## config.mk

```make
export PLATFORM = sky130hd
export DESIGN_NAME = array_queue_lock_unit
export DESIGN_NICKNAME = d
export VERILOG_FILES = /design/src/sv/aqlu_pkg.sv /design/src/sv/array_queue_lock_unit.sv /design/src/sv/aqlu_datapath.sv /design/src/sv/aqlu_ctrl.sv
export SDC_FILE = /design/constraint.sdc
export NUM_CORES = 1
export LEC_CHECK = 0
export BUFFER_PORTS_ARGS = -buffer_cell sky130_fd_sc_hd__buf_2
export CORE_MARGIN = 2
export CORE_UTILIZATION = 55
export DETAILED_ROUTE_END_ITERATION = 8
export PLACE_DENSITY = 0.75
export SETUP_SLACK_MARGIN = 0.05
export SLEW_MARGIN = 20
export SYNTH_ARGS = -nofsm -noshare
export SYNTH_HDL_FRONTEND = slang
export SYNTH_SLANG_ARGS = --single-unit
```

## constraint.sdc

```tcl
create_clock -name i_clk -period 7.1 [get_ports i_clk]
set_clock_uncertainty 0.05 [all_clocks]
set_input_delay 1.42 -clock i_clk [delete_from_list [all_inputs] [get_ports i_clk]]
set_output_delay 1.42 -clock i_clk [all_outputs]
set_load 0.005 [all_outputs]
```

## src/sv/aqlu_pkg.sv

```systemverilog
// Shared types and constants for the array queue lock unit.
`timescale 1ns / 1ps
`default_nettype none

package aqlu_pkg;

    // Fixed field widths
    localparam int CFG_W     = 7;
    localparam int CMD_W     = 3;
    localparam int LOCK_ID_W = 4;
    localparam int SLOT_IO_W = 6;
    localparam int STATUS_W  = 2;

    // Command codes
    typedef enum logic [CMD_W-1:0] {
        CMD_ACQUIRE = 3'd0,
        CMD_TRY     = 3'd1,
        CMD_RELEASE = 3'd2,
        CMD_POLL    = 3'd3,
        CMD_QUERY   = 3'd4
    } t_cmd;

    // Status codes
    typedef enum logic [STATUS_W-1:0] {
        ST_DONE  = 2'd0,
        ST_BUSY  = 2'd1,
        ST_RANGE = 2'd2
    } t_status;

    // Controller to datapath
    typedef struct packed {
        logic clear_wr;   // write reset entry at the clear address
        logic capture;    // take input word, read lock entry
        logic check;      // load tail from entry, arm reduction
        logic mod_step;   // one step of tail reduction
        logic exec;       // update entry, load result word
    } t_dp_cmd;

    // Datapath to controller
    typedef struct packed {
        logic clear_last; // last entry of the clearing pass
        logic tail_stale; // stored tail not below slot count
        logic mod_last;   // reduction finishes this step
        logic out_free;   // output register can take a word
    } t_dp_status;

endpackage

`default_nettype wire

```

## src/sv/array_queue_lock_unit.sv

```systemverilog
// Top level of the array queue lock bank.
//
//  channel   direction  handshake               payload
//  input     in         i_in_valid/o_in_stall   i_command, i_lock_id, i_slot
//  output    out        o_out_valid/i_out_stall o_status, o_result_slot, o_granted
//  config    in         i_cfg_we                i_cfg_wdata (slots_in_use)
//
// A command holds the input through its steps: lock memory read, tail check, then
// read-modify-write of the lock entry and output load; the result word is
// registered, and the next word is taken only after that output load.
// A stored tail not below slots_in_use (after the count shrank) is reduced
// modulo slots_in_use in the shift-subtract remainder unit before use.
// After reset a clearing pass writes every lock entry with the input stalled;
// config writes are taken throughout.
// A held output word holds the entry update until the word is taken.
`timescale 1ns / 1ps
`default_nettype none

module array_queue_lock_unit import aqlu_pkg::*; #(
    parameter int LOCK_COUNT = 16,
    parameter int MAX_SLOTS  = 64
) (
    input  wire logic                 i_clk,
    input  wire logic                 i_rst_n,
    input  wire logic                 i_cfg_we,
    input  wire logic [CFG_W-1:0]     i_cfg_wdata,
    input  wire logic                 i_in_valid,
    output logic                      o_in_stall,
    input  wire logic [CMD_W-1:0]     i_command,
    input  wire logic [LOCK_ID_W-1:0] i_lock_id,
    input  wire logic [SLOT_IO_W-1:0] i_slot,
    output logic                      o_out_valid,
    input  wire logic                 i_out_stall,
    output logic [STATUS_W-1:0]       o_status,
    output logic [SLOT_IO_W-1:0]      o_result_slot,
    output logic                      o_granted
);

    t_dp_cmd    w_cmd;
    t_dp_status w_stat;

    aqlu_ctrl u_ctrl (
        .i_clk      (i_clk),
        .i_rst_n    (i_rst_n),
        .i_in_valid (i_in_valid),
        .i_stat     (w_stat),
        .o_cmd      (w_cmd),
        .o_in_stall (o_in_stall)
    );

    aqlu_datapath #(
        .LOCK_COUNT (LOCK_COUNT),
        .MAX_SLOTS  (MAX_SLOTS)
    ) u_datapath (
        .i_clk         (i_clk),
        .i_rst_n       (i_rst_n),
        .i_cfg_we      (i_cfg_we),
        .i_cfg_wdata   (i_cfg_wdata),
        .i_command     (i_command),
        .i_lock_id     (i_lock_id),
        .i_slot        (i_slot),
        .i_out_stall   (i_out_stall),
        .i_cmd         (w_cmd),
        .o_stat        (w_stat),
        .o_out_valid   (o_out_valid),
        .o_status      (o_status),
        .o_result_slot (o_result_slot),
        .o_granted     (o_granted)
    );

endmodule

`default_nettype wire

```

## src/sv/aqlu_datapath.sv

```systemverilog
// Datapath of the lock unit: lock memory, tail reduction and result register.
`timescale 1ns / 1ps
`default_nettype none

module aqlu_datapath import aqlu_pkg::*; #(
    parameter int LOCK_COUNT = 16,
    parameter int MAX_SLOTS  = 64
) (
    input  wire logic                 i_clk,
    input  wire logic                 i_rst_n,
    input  wire logic                 i_cfg_we,
    input  wire logic [CFG_W-1:0]     i_cfg_wdata,
    input  wire logic [CMD_W-1:0]     i_command,
    input  wire logic [LOCK_ID_W-1:0] i_lock_id,
    input  wire logic [SLOT_IO_W-1:0] i_slot,
    input  wire logic                 i_out_stall,
    input  wire t_dp_cmd              i_cmd,
    output t_dp_status                o_stat,
    output logic                      o_out_valid,
    output logic [STATUS_W-1:0]       o_status,
    output logic [SLOT_IO_W-1:0]      o_result_slot,
    output logic                      o_granted
);

    localparam int LOCK_W = (LOCK_COUNT > 1) ? $clog2(LOCK_COUNT) : 1;
    localparam int SLOT_W = $clog2(MAX_SLOTS);
    localparam int SZ_W   = $clog2(MAX_SLOTS + 1);
    localparam int CNT_W  = $clog2(SLOT_W + 1);
    localparam int WORD_W = SLOT_W + MAX_SLOTS;
    // entry layout {tail, flags}; reset: tail 0, flag 0 set
    localparam logic [WORD_W-1:0] RST_WORD = WORD_W'(1);

    logic [WORD_W-1:0]    r_mem [LOCK_COUNT];
    logic [WORD_W-1:0]    r_rd_word;
    logic [LOCK_W-1:0]    r_clr_addr;
    logic [LOCK_W-1:0]    r_lock;
    logic [CMD_W-1:0]     r_cmd;
    logic [SLOT_IO_W-1:0] r_slot;
    logic [SZ_W-1:0]      r_size;
    logic [SZ_W-1:0]      n_size;
    logic [SLOT_W-1:0]    r_tail;
    logic [SLOT_W-1:0]    r_rem;
    logic [SLOT_W-1:0]    r_sh;
    logic [CNT_W-1:0]     r_cnt;
    logic                 r_out_valid;
    logic [STATUS_W-1:0]  r_status;
    logic [SLOT_IO_W-1:0] r_rslot;
    logic                 r_grant;

    logic [LOCK_W-1:0]    w_in_idx;
    logic [SLOT_W-1:0]    w_rd_tail;
    logic [MAX_SLOTS-1:0] w_rd_flags;
    logic [CFG_W-1:0]     w_size7;
    logic [CFG_W-1:0]     w_rem_sh;
    logic [SLOT_W-1:0]    w_rem_nxt;
    logic [CFG_W-1:0]     w_slot7;
    logic [CFG_W-1:0]     w_slot_p1;
    logic [CFG_W-1:0]     w_tail_p1;
    logic                 w_slot_ok;
    logic [SLOT_W-1:0]    w_slot_idx;
    logic [SLOT_W-1:0]    w_nxt;
    logic [SLOT_W-1:0]    w_tail_nxt;
    logic                 w_tail_flag;
    logic [STATUS_W-1:0]  w_status;
    logic [SLOT_IO_W-1:0] w_rslot;
    logic                 w_grant;
    logic [SLOT_W-1:0]    w_wr_tail;
    logic [MAX_SLOTS-1:0] w_wr_flags;

    assign w_in_idx   = LOCK_W'(i_lock_id % LOCK_COUNT);
    assign w_rd_tail  = r_rd_word[WORD_W-1:MAX_SLOTS];
    assign w_rd_flags = r_rd_word[MAX_SLOTS-1:0];
    assign w_size7    = CFG_W'(r_size);

    // Effective slot count: zero acts as one, clamp to MAX_SLOTS
    always_comb begin
        if (i_cfg_wdata == '0) begin
            n_size = SZ_W'(1);
        end else if (i_cfg_wdata > CFG_W'(MAX_SLOTS)) begin
            n_size = SZ_W'(MAX_SLOTS);
        end else begin
            n_size = SZ_W'(i_cfg_wdata);
        end
    end

    always_ff @(posedge i_clk) begin
        if (!i_rst_n) begin
            r_size <= SZ_W'(MAX_SLOTS);
        end else if (i_cfg_we) begin
            r_size <= n_size;
        end
    end

    // Clearing pass address
    always_ff @(posedge i_clk) begin
        if (!i_rst_n) begin
            r_clr_addr <= '0;
        end else if (i_cmd.clear_wr) begin
            r_clr_addr <= r_clr_addr + LOCK_W'(1);
        end
    end

    // Lock memory: one write port, one registered read port
    always_ff @(posedge i_clk) begin
        if (i_cmd.clear_wr) begin
            r_mem[r_clr_addr] <= RST_WORD;
        end else if (i_cmd.exec) begin
            r_mem[r_lock] <= {w_wr_tail, w_wr_flags};
        end
        if (i_cmd.capture) begin
            r_rd_word <= r_mem[w_in_idx];
        end
    end

    // Input word capture
    always_ff @(posedge i_clk) begin
        if (i_cmd.capture) begin
            r_lock <= w_in_idx;
            r_cmd  <= i_command;
            r_slot <= i_slot;
        end
    end

    // Tail reduction, one remainder bit per step
    assign w_rem_sh  = CFG_W'({r_rem, r_sh[SLOT_W-1]});
    assign w_rem_nxt = SLOT_W'((w_rem_sh >= w_size7) ? (w_rem_sh - w_size7) : w_rem_sh);

    always_ff @(posedge i_clk) begin
        if (i_cmd.check) begin
            r_tail <= w_rd_tail;
            r_sh   <= w_rd_tail;
            r_rem  <= '0;
            r_cnt  <= CNT_W'(SLOT_W);
        end else if (i_cmd.mod_step) begin
            r_rem <= w_rem_nxt;
            r_sh  <= r_sh << 1;
            r_cnt <= r_cnt - CNT_W'(1);
            if (o_stat.mod_last) begin
                r_tail <= w_rem_nxt;
            end
        end
    end

    // Slot arithmetic
    assign w_slot7     = CFG_W'(r_slot);
    assign w_slot_ok   = w_slot7 < w_size7;
    assign w_slot_idx  = r_slot[SLOT_W-1:0];
    assign w_slot_p1   = w_slot7 + CFG_W'(1);
    assign w_nxt       = (w_slot_p1 == w_size7) ? '0 : w_slot_p1[SLOT_W-1:0];
    assign w_tail_p1   = CFG_W'(r_tail) + CFG_W'(1);
    assign w_tail_nxt  = (w_tail_p1 == w_size7) ? '0 : w_tail_p1[SLOT_W-1:0];
    assign w_tail_flag = w_rd_flags[r_tail];

    // Command execution; the stored tail is rewritten only when it advances
    always_comb begin
        w_status   = ST_DONE;
        w_rslot    = '0;
        w_grant    = 1'b0;
        w_wr_tail  = w_rd_tail;
        w_wr_flags = w_rd_flags;
        case (r_cmd)
            CMD_ACQUIRE: begin
                w_rslot   = SLOT_IO_W'(r_tail);
                w_grant   = w_tail_flag;
                w_wr_tail = w_tail_nxt;
            end
            CMD_TRY: begin
                if (w_tail_flag) begin
                    w_rslot   = SLOT_IO_W'(r_tail);
                    w_grant   = 1'b1;
                    w_wr_tail = w_tail_nxt;
                end else begin
                    w_status = ST_BUSY;
                end
            end
            CMD_RELEASE: begin
                if (w_slot_ok) begin
                    w_wr_flags = (w_rd_flags & ~(MAX_SLOTS'(1) << w_slot_idx))
                               | (MAX_SLOTS'(1) << w_nxt);
                    w_rslot    = SLOT_IO_W'(w_nxt);
                    w_grant    = 1'b1;
                end else begin
                    w_status = ST_RANGE;
                end
            end
            CMD_POLL: begin
                if (w_slot_ok) begin
                    w_rslot = r_slot;
                    w_grant = w_rd_flags[w_slot_idx];
                end else begin
                    w_status = ST_RANGE;
                end
            end
            CMD_QUERY: begin
                w_rslot = SLOT_IO_W'(r_tail);
                w_grant = w_tail_flag;
            end
            default: begin
                w_status = ST_DONE;
            end
        endcase
    end

    // Output register
    always_ff @(posedge i_clk) begin
        if (!i_rst_n) begin
            r_out_valid <= 1'b0;
        end else if (i_cmd.exec) begin
            r_out_valid <= 1'b1;
        end else if (!i_out_stall) begin
            r_out_valid <= 1'b0;
        end
    end

    always_ff @(posedge i_clk) begin
        if (i_cmd.exec) begin
            r_status <= w_status;
            r_rslot  <= w_rslot;
            r_grant  <= w_grant;
        end
    end

    assign o_stat.clear_last = r_clr_addr == LOCK_W'(LOCK_COUNT - 1);
    assign o_stat.tail_stale = CFG_W'(w_rd_tail) >= w_size7;
    assign o_stat.mod_last   = r_cnt == CNT_W'(1);
    assign o_stat.out_free   = !r_out_valid || !i_out_stall;

    assign o_out_valid   = r_out_valid;
    assign o_status      = r_status;
    assign o_result_slot = r_rslot;
    assign o_granted     = r_grant;

    // A finished reduction leaves the tail below the slot count
    a_mod_result: assert property (@(posedge i_clk) disable iff (!i_rst_n)
        (i_cmd.mod_step && o_stat.mod_last) |=> (CFG_W'(r_tail) < w_size7))
        else $error("reduced tail not below slot count");

    // Every executed command leaves a word in the output register
    a_exec_out: assert property (@(posedge i_clk) disable iff (!i_rst_n)
        i_cmd.exec |=> r_out_valid)
        else $error("executed command produced no output word");

endmodule

`default_nettype wire

```

## src/sv/aqlu_ctrl.sv

```systemverilog
// Controller of the lock unit: clearing pass and per-command sequencing.
`timescale 1ns / 1ps
`default_nettype none

module aqlu_ctrl import aqlu_pkg::*; (
    input  wire logic       i_clk,
    input  wire logic       i_rst_n,
    input  wire logic       i_in_valid,
    input  wire t_dp_status i_stat,
    output t_dp_cmd         o_cmd,
    output logic            o_in_stall
);

    typedef enum logic [2:0] {
        S_CLEAR,
        S_IDLE,
        S_CHECK,
        S_MOD,
        S_EXEC
    } t_state;

    t_state r_state;
    t_state n_state;
    logic   r_in_stall;

    // Next state and datapath commands
    always_comb begin
        n_state = r_state;
        o_cmd   = '0;
        case (r_state)
            S_CLEAR: begin
                o_cmd.clear_wr = 1'b1;
                if (i_stat.clear_last) begin
                    n_state = S_IDLE;
                end
            end
            S_IDLE: begin
                if (i_in_valid) begin
                    o_cmd.capture = 1'b1;
                    n_state       = S_CHECK;
                end
            end
            S_CHECK: begin
                o_cmd.check = 1'b1;
                n_state     = i_stat.tail_stale ? S_MOD : S_EXEC;
            end
            S_MOD: begin
                o_cmd.mod_step = 1'b1;
                if (i_stat.mod_last) begin
                    n_state = S_EXEC;
                end
            end
            S_EXEC: begin
                if (i_stat.out_free) begin
                    o_cmd.exec = 1'b1;
                    n_state    = S_IDLE;
                end
            end
            default: begin
                n_state = S_CLEAR;
            end
        endcase
    end

    // State and registered input stall
    always_ff @(posedge i_clk) begin
        if (!i_rst_n) begin
            r_state    <= S_CLEAR;
            r_in_stall <= 1'b1;
        end else begin
            r_state    <= n_state;
            r_in_stall <= (n_state != S_IDLE);
        end
    end

    assign o_in_stall = r_in_stall;

    // Words are taken only in the idle state
    a_accept_idle: assert property (@(posedge i_clk) disable iff (!i_rst_n)
        (i_in_valid && !r_in_stall) |-> (r_state == S_IDLE))
        else $error("input word accepted outside idle");

    // Execution returns to idle and opens the input
    a_exec_idle: assert property (@(posedge i_clk) disable iff (!i_rst_n)
        o_cmd.exec |=> (r_state == S_IDLE && !r_in_stall))
        else $error("no return to idle after execution");

    // Input stays closed during the clearing pass
    a_clear_stall: assert property (@(posedge i_clk) disable iff (!i_rst_n)
        (r_state == S_CLEAR) |-> r_in_stall)
        else $error("input open during clearing pass");

endmodule

`default_nettype wire

```

==> out/metrics.cfg <==
[placed_design]
hpwl_um = 68670
place.gp.congestion = 0.9691
port_buffers = 35

[clock_tree]
root_buffer = clkbuf_16
numCtsBuffers = 117
htree_levels = 3
clk-insertion-delay-late_ns = 0.74
clk_path_buf_depth = 3
cts-hold-fix-buffers = 0
clk_pin_slew_ns = 0.07
ctsResizeCount = 0
clock-sinks = 1249
cts_tree = done
cts_post_setup_buffers_inserted = 0

[floorplan]
num_rows = 110
ioPinCount = 36
dieArea_sq_mm = 0.09387
die_h_um = 306.4
core_area_sq_mm = 0.09029
initial_core_util = 0.5570
die_w_um = 306.4

[synth]
synthArstFlopShare = 0
ys.flop_type = edfxtp_1
yosysWarningCount = 0
ys_seq_elements = 1249
syn-cell-area_sq_mm = 0.05029
ys_seq_area_frac = 0.7408
syn_avg_cell_area_sq_um = 20.73
synthDistinctLibCells = 74
mappedNetlistNets = 2481
synth-edff-count = 1224
postSynthCellCount = 2426

[grt]
grt_pass1_wl_um = 181600
antenna_found_initial = 3
grt_max_degree = 109
grt_usage = 0.2697
grt_pass1_vias = 26250
grt-ovfl-total = 0

[timing]
timing.final.crit_share = 0.7763
max_freq_mhz = 181.4
setup_viol = 0
rsz0062_at_grt = false
worstMarginPinSlew_ns = 1.227
drv_slew = 0
fin_crit_ns = 5.512
setup_tns_ns = 0
relSlewSlack = 0.1750
hold_violations = 0

[route]
vias_per_cell = 6.826
num_vias = 25930
dr_wl_met3_um = 12820
wl_per_cell_um = 32.90
wl_met2_um = 60080
drcViolationCount = 0
drt_wl_total_um = 125000
first_iter_violations = 3524
drtPass1Iterations = 5
top_layer = met5
wl_met1_um = 48510
antenna_left = 0

[critical_path]
end_kind = flop
startpoint = u_datapath.r_slot[0]
crit_end = u_datapath.r_mem[13][17]
worstPathRequired_ns = 7.41
worst_r2r_startpoint = u_datapath.r_slot[0]
r2r-end = u_datapath.r_mem[13][17]
critical_path_peak_fanout = 18
rrSetupSlack_ns = 1.59
r2r_cells = 8
critPathArrivalTime_ns = 5.83
start_kind = flop
criticalPathCategory = reg -> reg

[power]
leakagePower_nw = 17.04
p_per_area_mw_per_mm2 = 265.4
vdd_drop_max_uv = 222.6

[status]
outcome = finished, final reports clean

[cells_and_area]
num-fill-cells = 5931
layout.nets = 2574
areaGrowthSynthToFinish_pct = 12.09
final_util = 0.6244
diodes = 0
drive_gt1_frac = 0.2867

[hold_path]
min_path_type = reg -> reg

[run]
drv_cap = 0

[sequential cells by signal (all words and copies together), names as in the netlist]
signal	flops
u_datapath.r_rd_word	70
u_datapath.r_rem	6
u_datapath.r_tail	6
u_datapath.r_lock	4
u_datapath.o_result_slot	6
u_datapath.r_mem	1120
u_datapath.r_cmd	3
u_datapath.o_granted	1
u_datapath.r_size	7
u_ctrl.o_in_stall	1
u_ctrl.r_state	3
u_datapath.r_clr_addr	4
u_datapath.r_slot	6
u_datapath.o_status	2
u_datapath.r_sh	6
u_datapath.o_out_valid	1
u_datapath.r_cnt	3
[cell usage after synthesis (3+ instances only)]
master | count | area, sq um
edfxtp_1 | 1224 | 36760
mux4_2 | 372 | 8378
nand2_1 | 104 | 390.4
clkbuf_1 | 90 | 337.8
a21oi_1 | 73 | 365.4
o21ai_0 | 59 | 295.3
nor2_1 | 58 | 217.7
nor3_1 | 47 | 235.2
inv_1 | 35 | 131.4
ha_1 | 29 | 362.9
buf_1 | 25 | 93.84
dfxtp_1 | 25 | 500.5
nand3_1 | 21 | 105.1
a211oi_1 | 17 | 127.6
xnor2_1 | 17 | 148.9
and2_1 | 15 | 93.84
mux2i_1 | 13 | 130.1
o31ai_1 | 13 | 97.59
or2_2 | 12 | 75.07
buf_2 | 11 | 55.05
o21a_1 | 11 | 82.58
o22ai_1 | 11 | 68.82
mux2_2 | 10 | 112.6
a31oi_1 | 9 | 56.30
nor2b_1 | 8 | 50.05
o211ai_1 | 8 | 60.06
o221ai_1 | 8 | 70.07
and3_1 | 7 | 43.79
nand2b_1 | 7 | 43.79
xor2_1 | 6 | 52.55
a21o_1 | 5 | 37.54
a22oi_1 | 5 | 37.54
nand4_1 | 5 | 31.28
o2bb2ai_1 | 5 | 43.79
nor4_1 | 4 | 25.02
a311oi_1 | 3 | 26.28
a32oi_1 | 3 | 26.28
o31a_1 | 3 | 26.28
or3_1 | 3 | 18.77
[layout make-up]
type / count / area (sq um) / area share
Tap cell: 1176 / 1471 / 0.02610
Timing Repair Buffer: 101 / 900.9 / 0.01598
Inverter: 36 / 140.1 / 0.002486
Clock buffer: 130 / 2977 / 0.05280
Sequential cell: 1249 / 37260 / 0.6609
Clock inverter: 93 / 902.1 / 0.01600
Multi-Input combinational cell: 1014 / 12720 / 0.2257
[worst max-delay path, stage by stage (launching register included)]
cell and delay, ns:
edfxtp_1 1.02, inv_1 0.39, ha_1 0.67, xor2_1 0.12, or4_1 0.66, o31a_1 0.53
nor3_2 0.68, nand2_1 0.11, a21oi_1 0.87
[metal layers]
metal / vias to the layer above / GRT usage
li1: 10390 / -
met1: 13710 / 0.3861
met2: 1569 / 0.4280
met3: 257 / 0.04928
met4: 6 / 0.08732
met5: - / 0
[where the power goes]
group	internal (mW)	total [mW]	switching, mW	leakage [nW]
Combinational	0.217	0.525	0.308	4.13
Clock	3.52	6.26	2.75	1.90
Sequential	8.13	8.17	0.0374	11.0
Total	11.9	15.0	3.09	17.0
[cell usage in the layout, fill, tap and decap left out, types with 29 or more instances in the layout]
cell,count
inv_1,34
edfxtp_1,1224
clkinv_2,34
nor3_1,42
clkbuf_16,117
nor2_1,42
a21oi_2,32
o21ai_0,58
ha_1,29
buf_2,31
buf_4,49
mux4_2,372
a21oi_1,41
nand2_1,104
[how the worst min path moves through the flow]
stage,start,end,cells after the start
detailed placement,u_datapath.r_cnt[2],u_datapath.r_cnt[2],2
CTS,u_datapath.r_cnt[2],u_datapath.r_cnt[2],2
finish,u_datapath.r_cnt[1],u_datapath.r_cnt[1],2
global route,u_datapath.r_cnt[2],u_datapath.r_cnt[2],2
floorplan,u_datapath.r_cnt[2],u_datapath.r_cnt[2],2
global placement,u_datapath.r_cnt[2],u_datapath.r_cnt[2],2
[kinds of logic (layout without fill, tap and decap cells)]
kind of cell / after synthesis / count (layout) / share of synthesized area
mux: 395 / 395 / 0.1714
simple gates: 307 / 307 / 0.02983
xor+xnor: 24 / 24 / 0.004453
buf+inv: 163 / 360 / 0.01259
compound gates: 258 / 258 / 0.03329
fa+ha+maj: 30 / 30 / 0.007613
flops: 1249 / 1249 / 0.7408
[metrics by stage]
stage | cell area (sq um) | setup slack (ns) | hold slack (ns) | std cells | power [mW]
5_1_grt | 56370 | 1.371 | 0.4584 | 3799 | 15.32
6_report | 56370 | 1.588 | 0.4344 | 3799 | 14.96
3_5_place_dp | 52280 | 1.386 | 0.4192 | 3573 | 8.852
4_1_cts | 56160 | 1.359 | 0.4283 | 3796 | 15.03
3_3_place_gp | 52270 | 1.716 | 0.4030 | 3573 | 8.833
2_1_floorplan | 50290 | 1.166 | 0.3947 | 2426 | 8.678
Power figures use the tool's default switching activity.
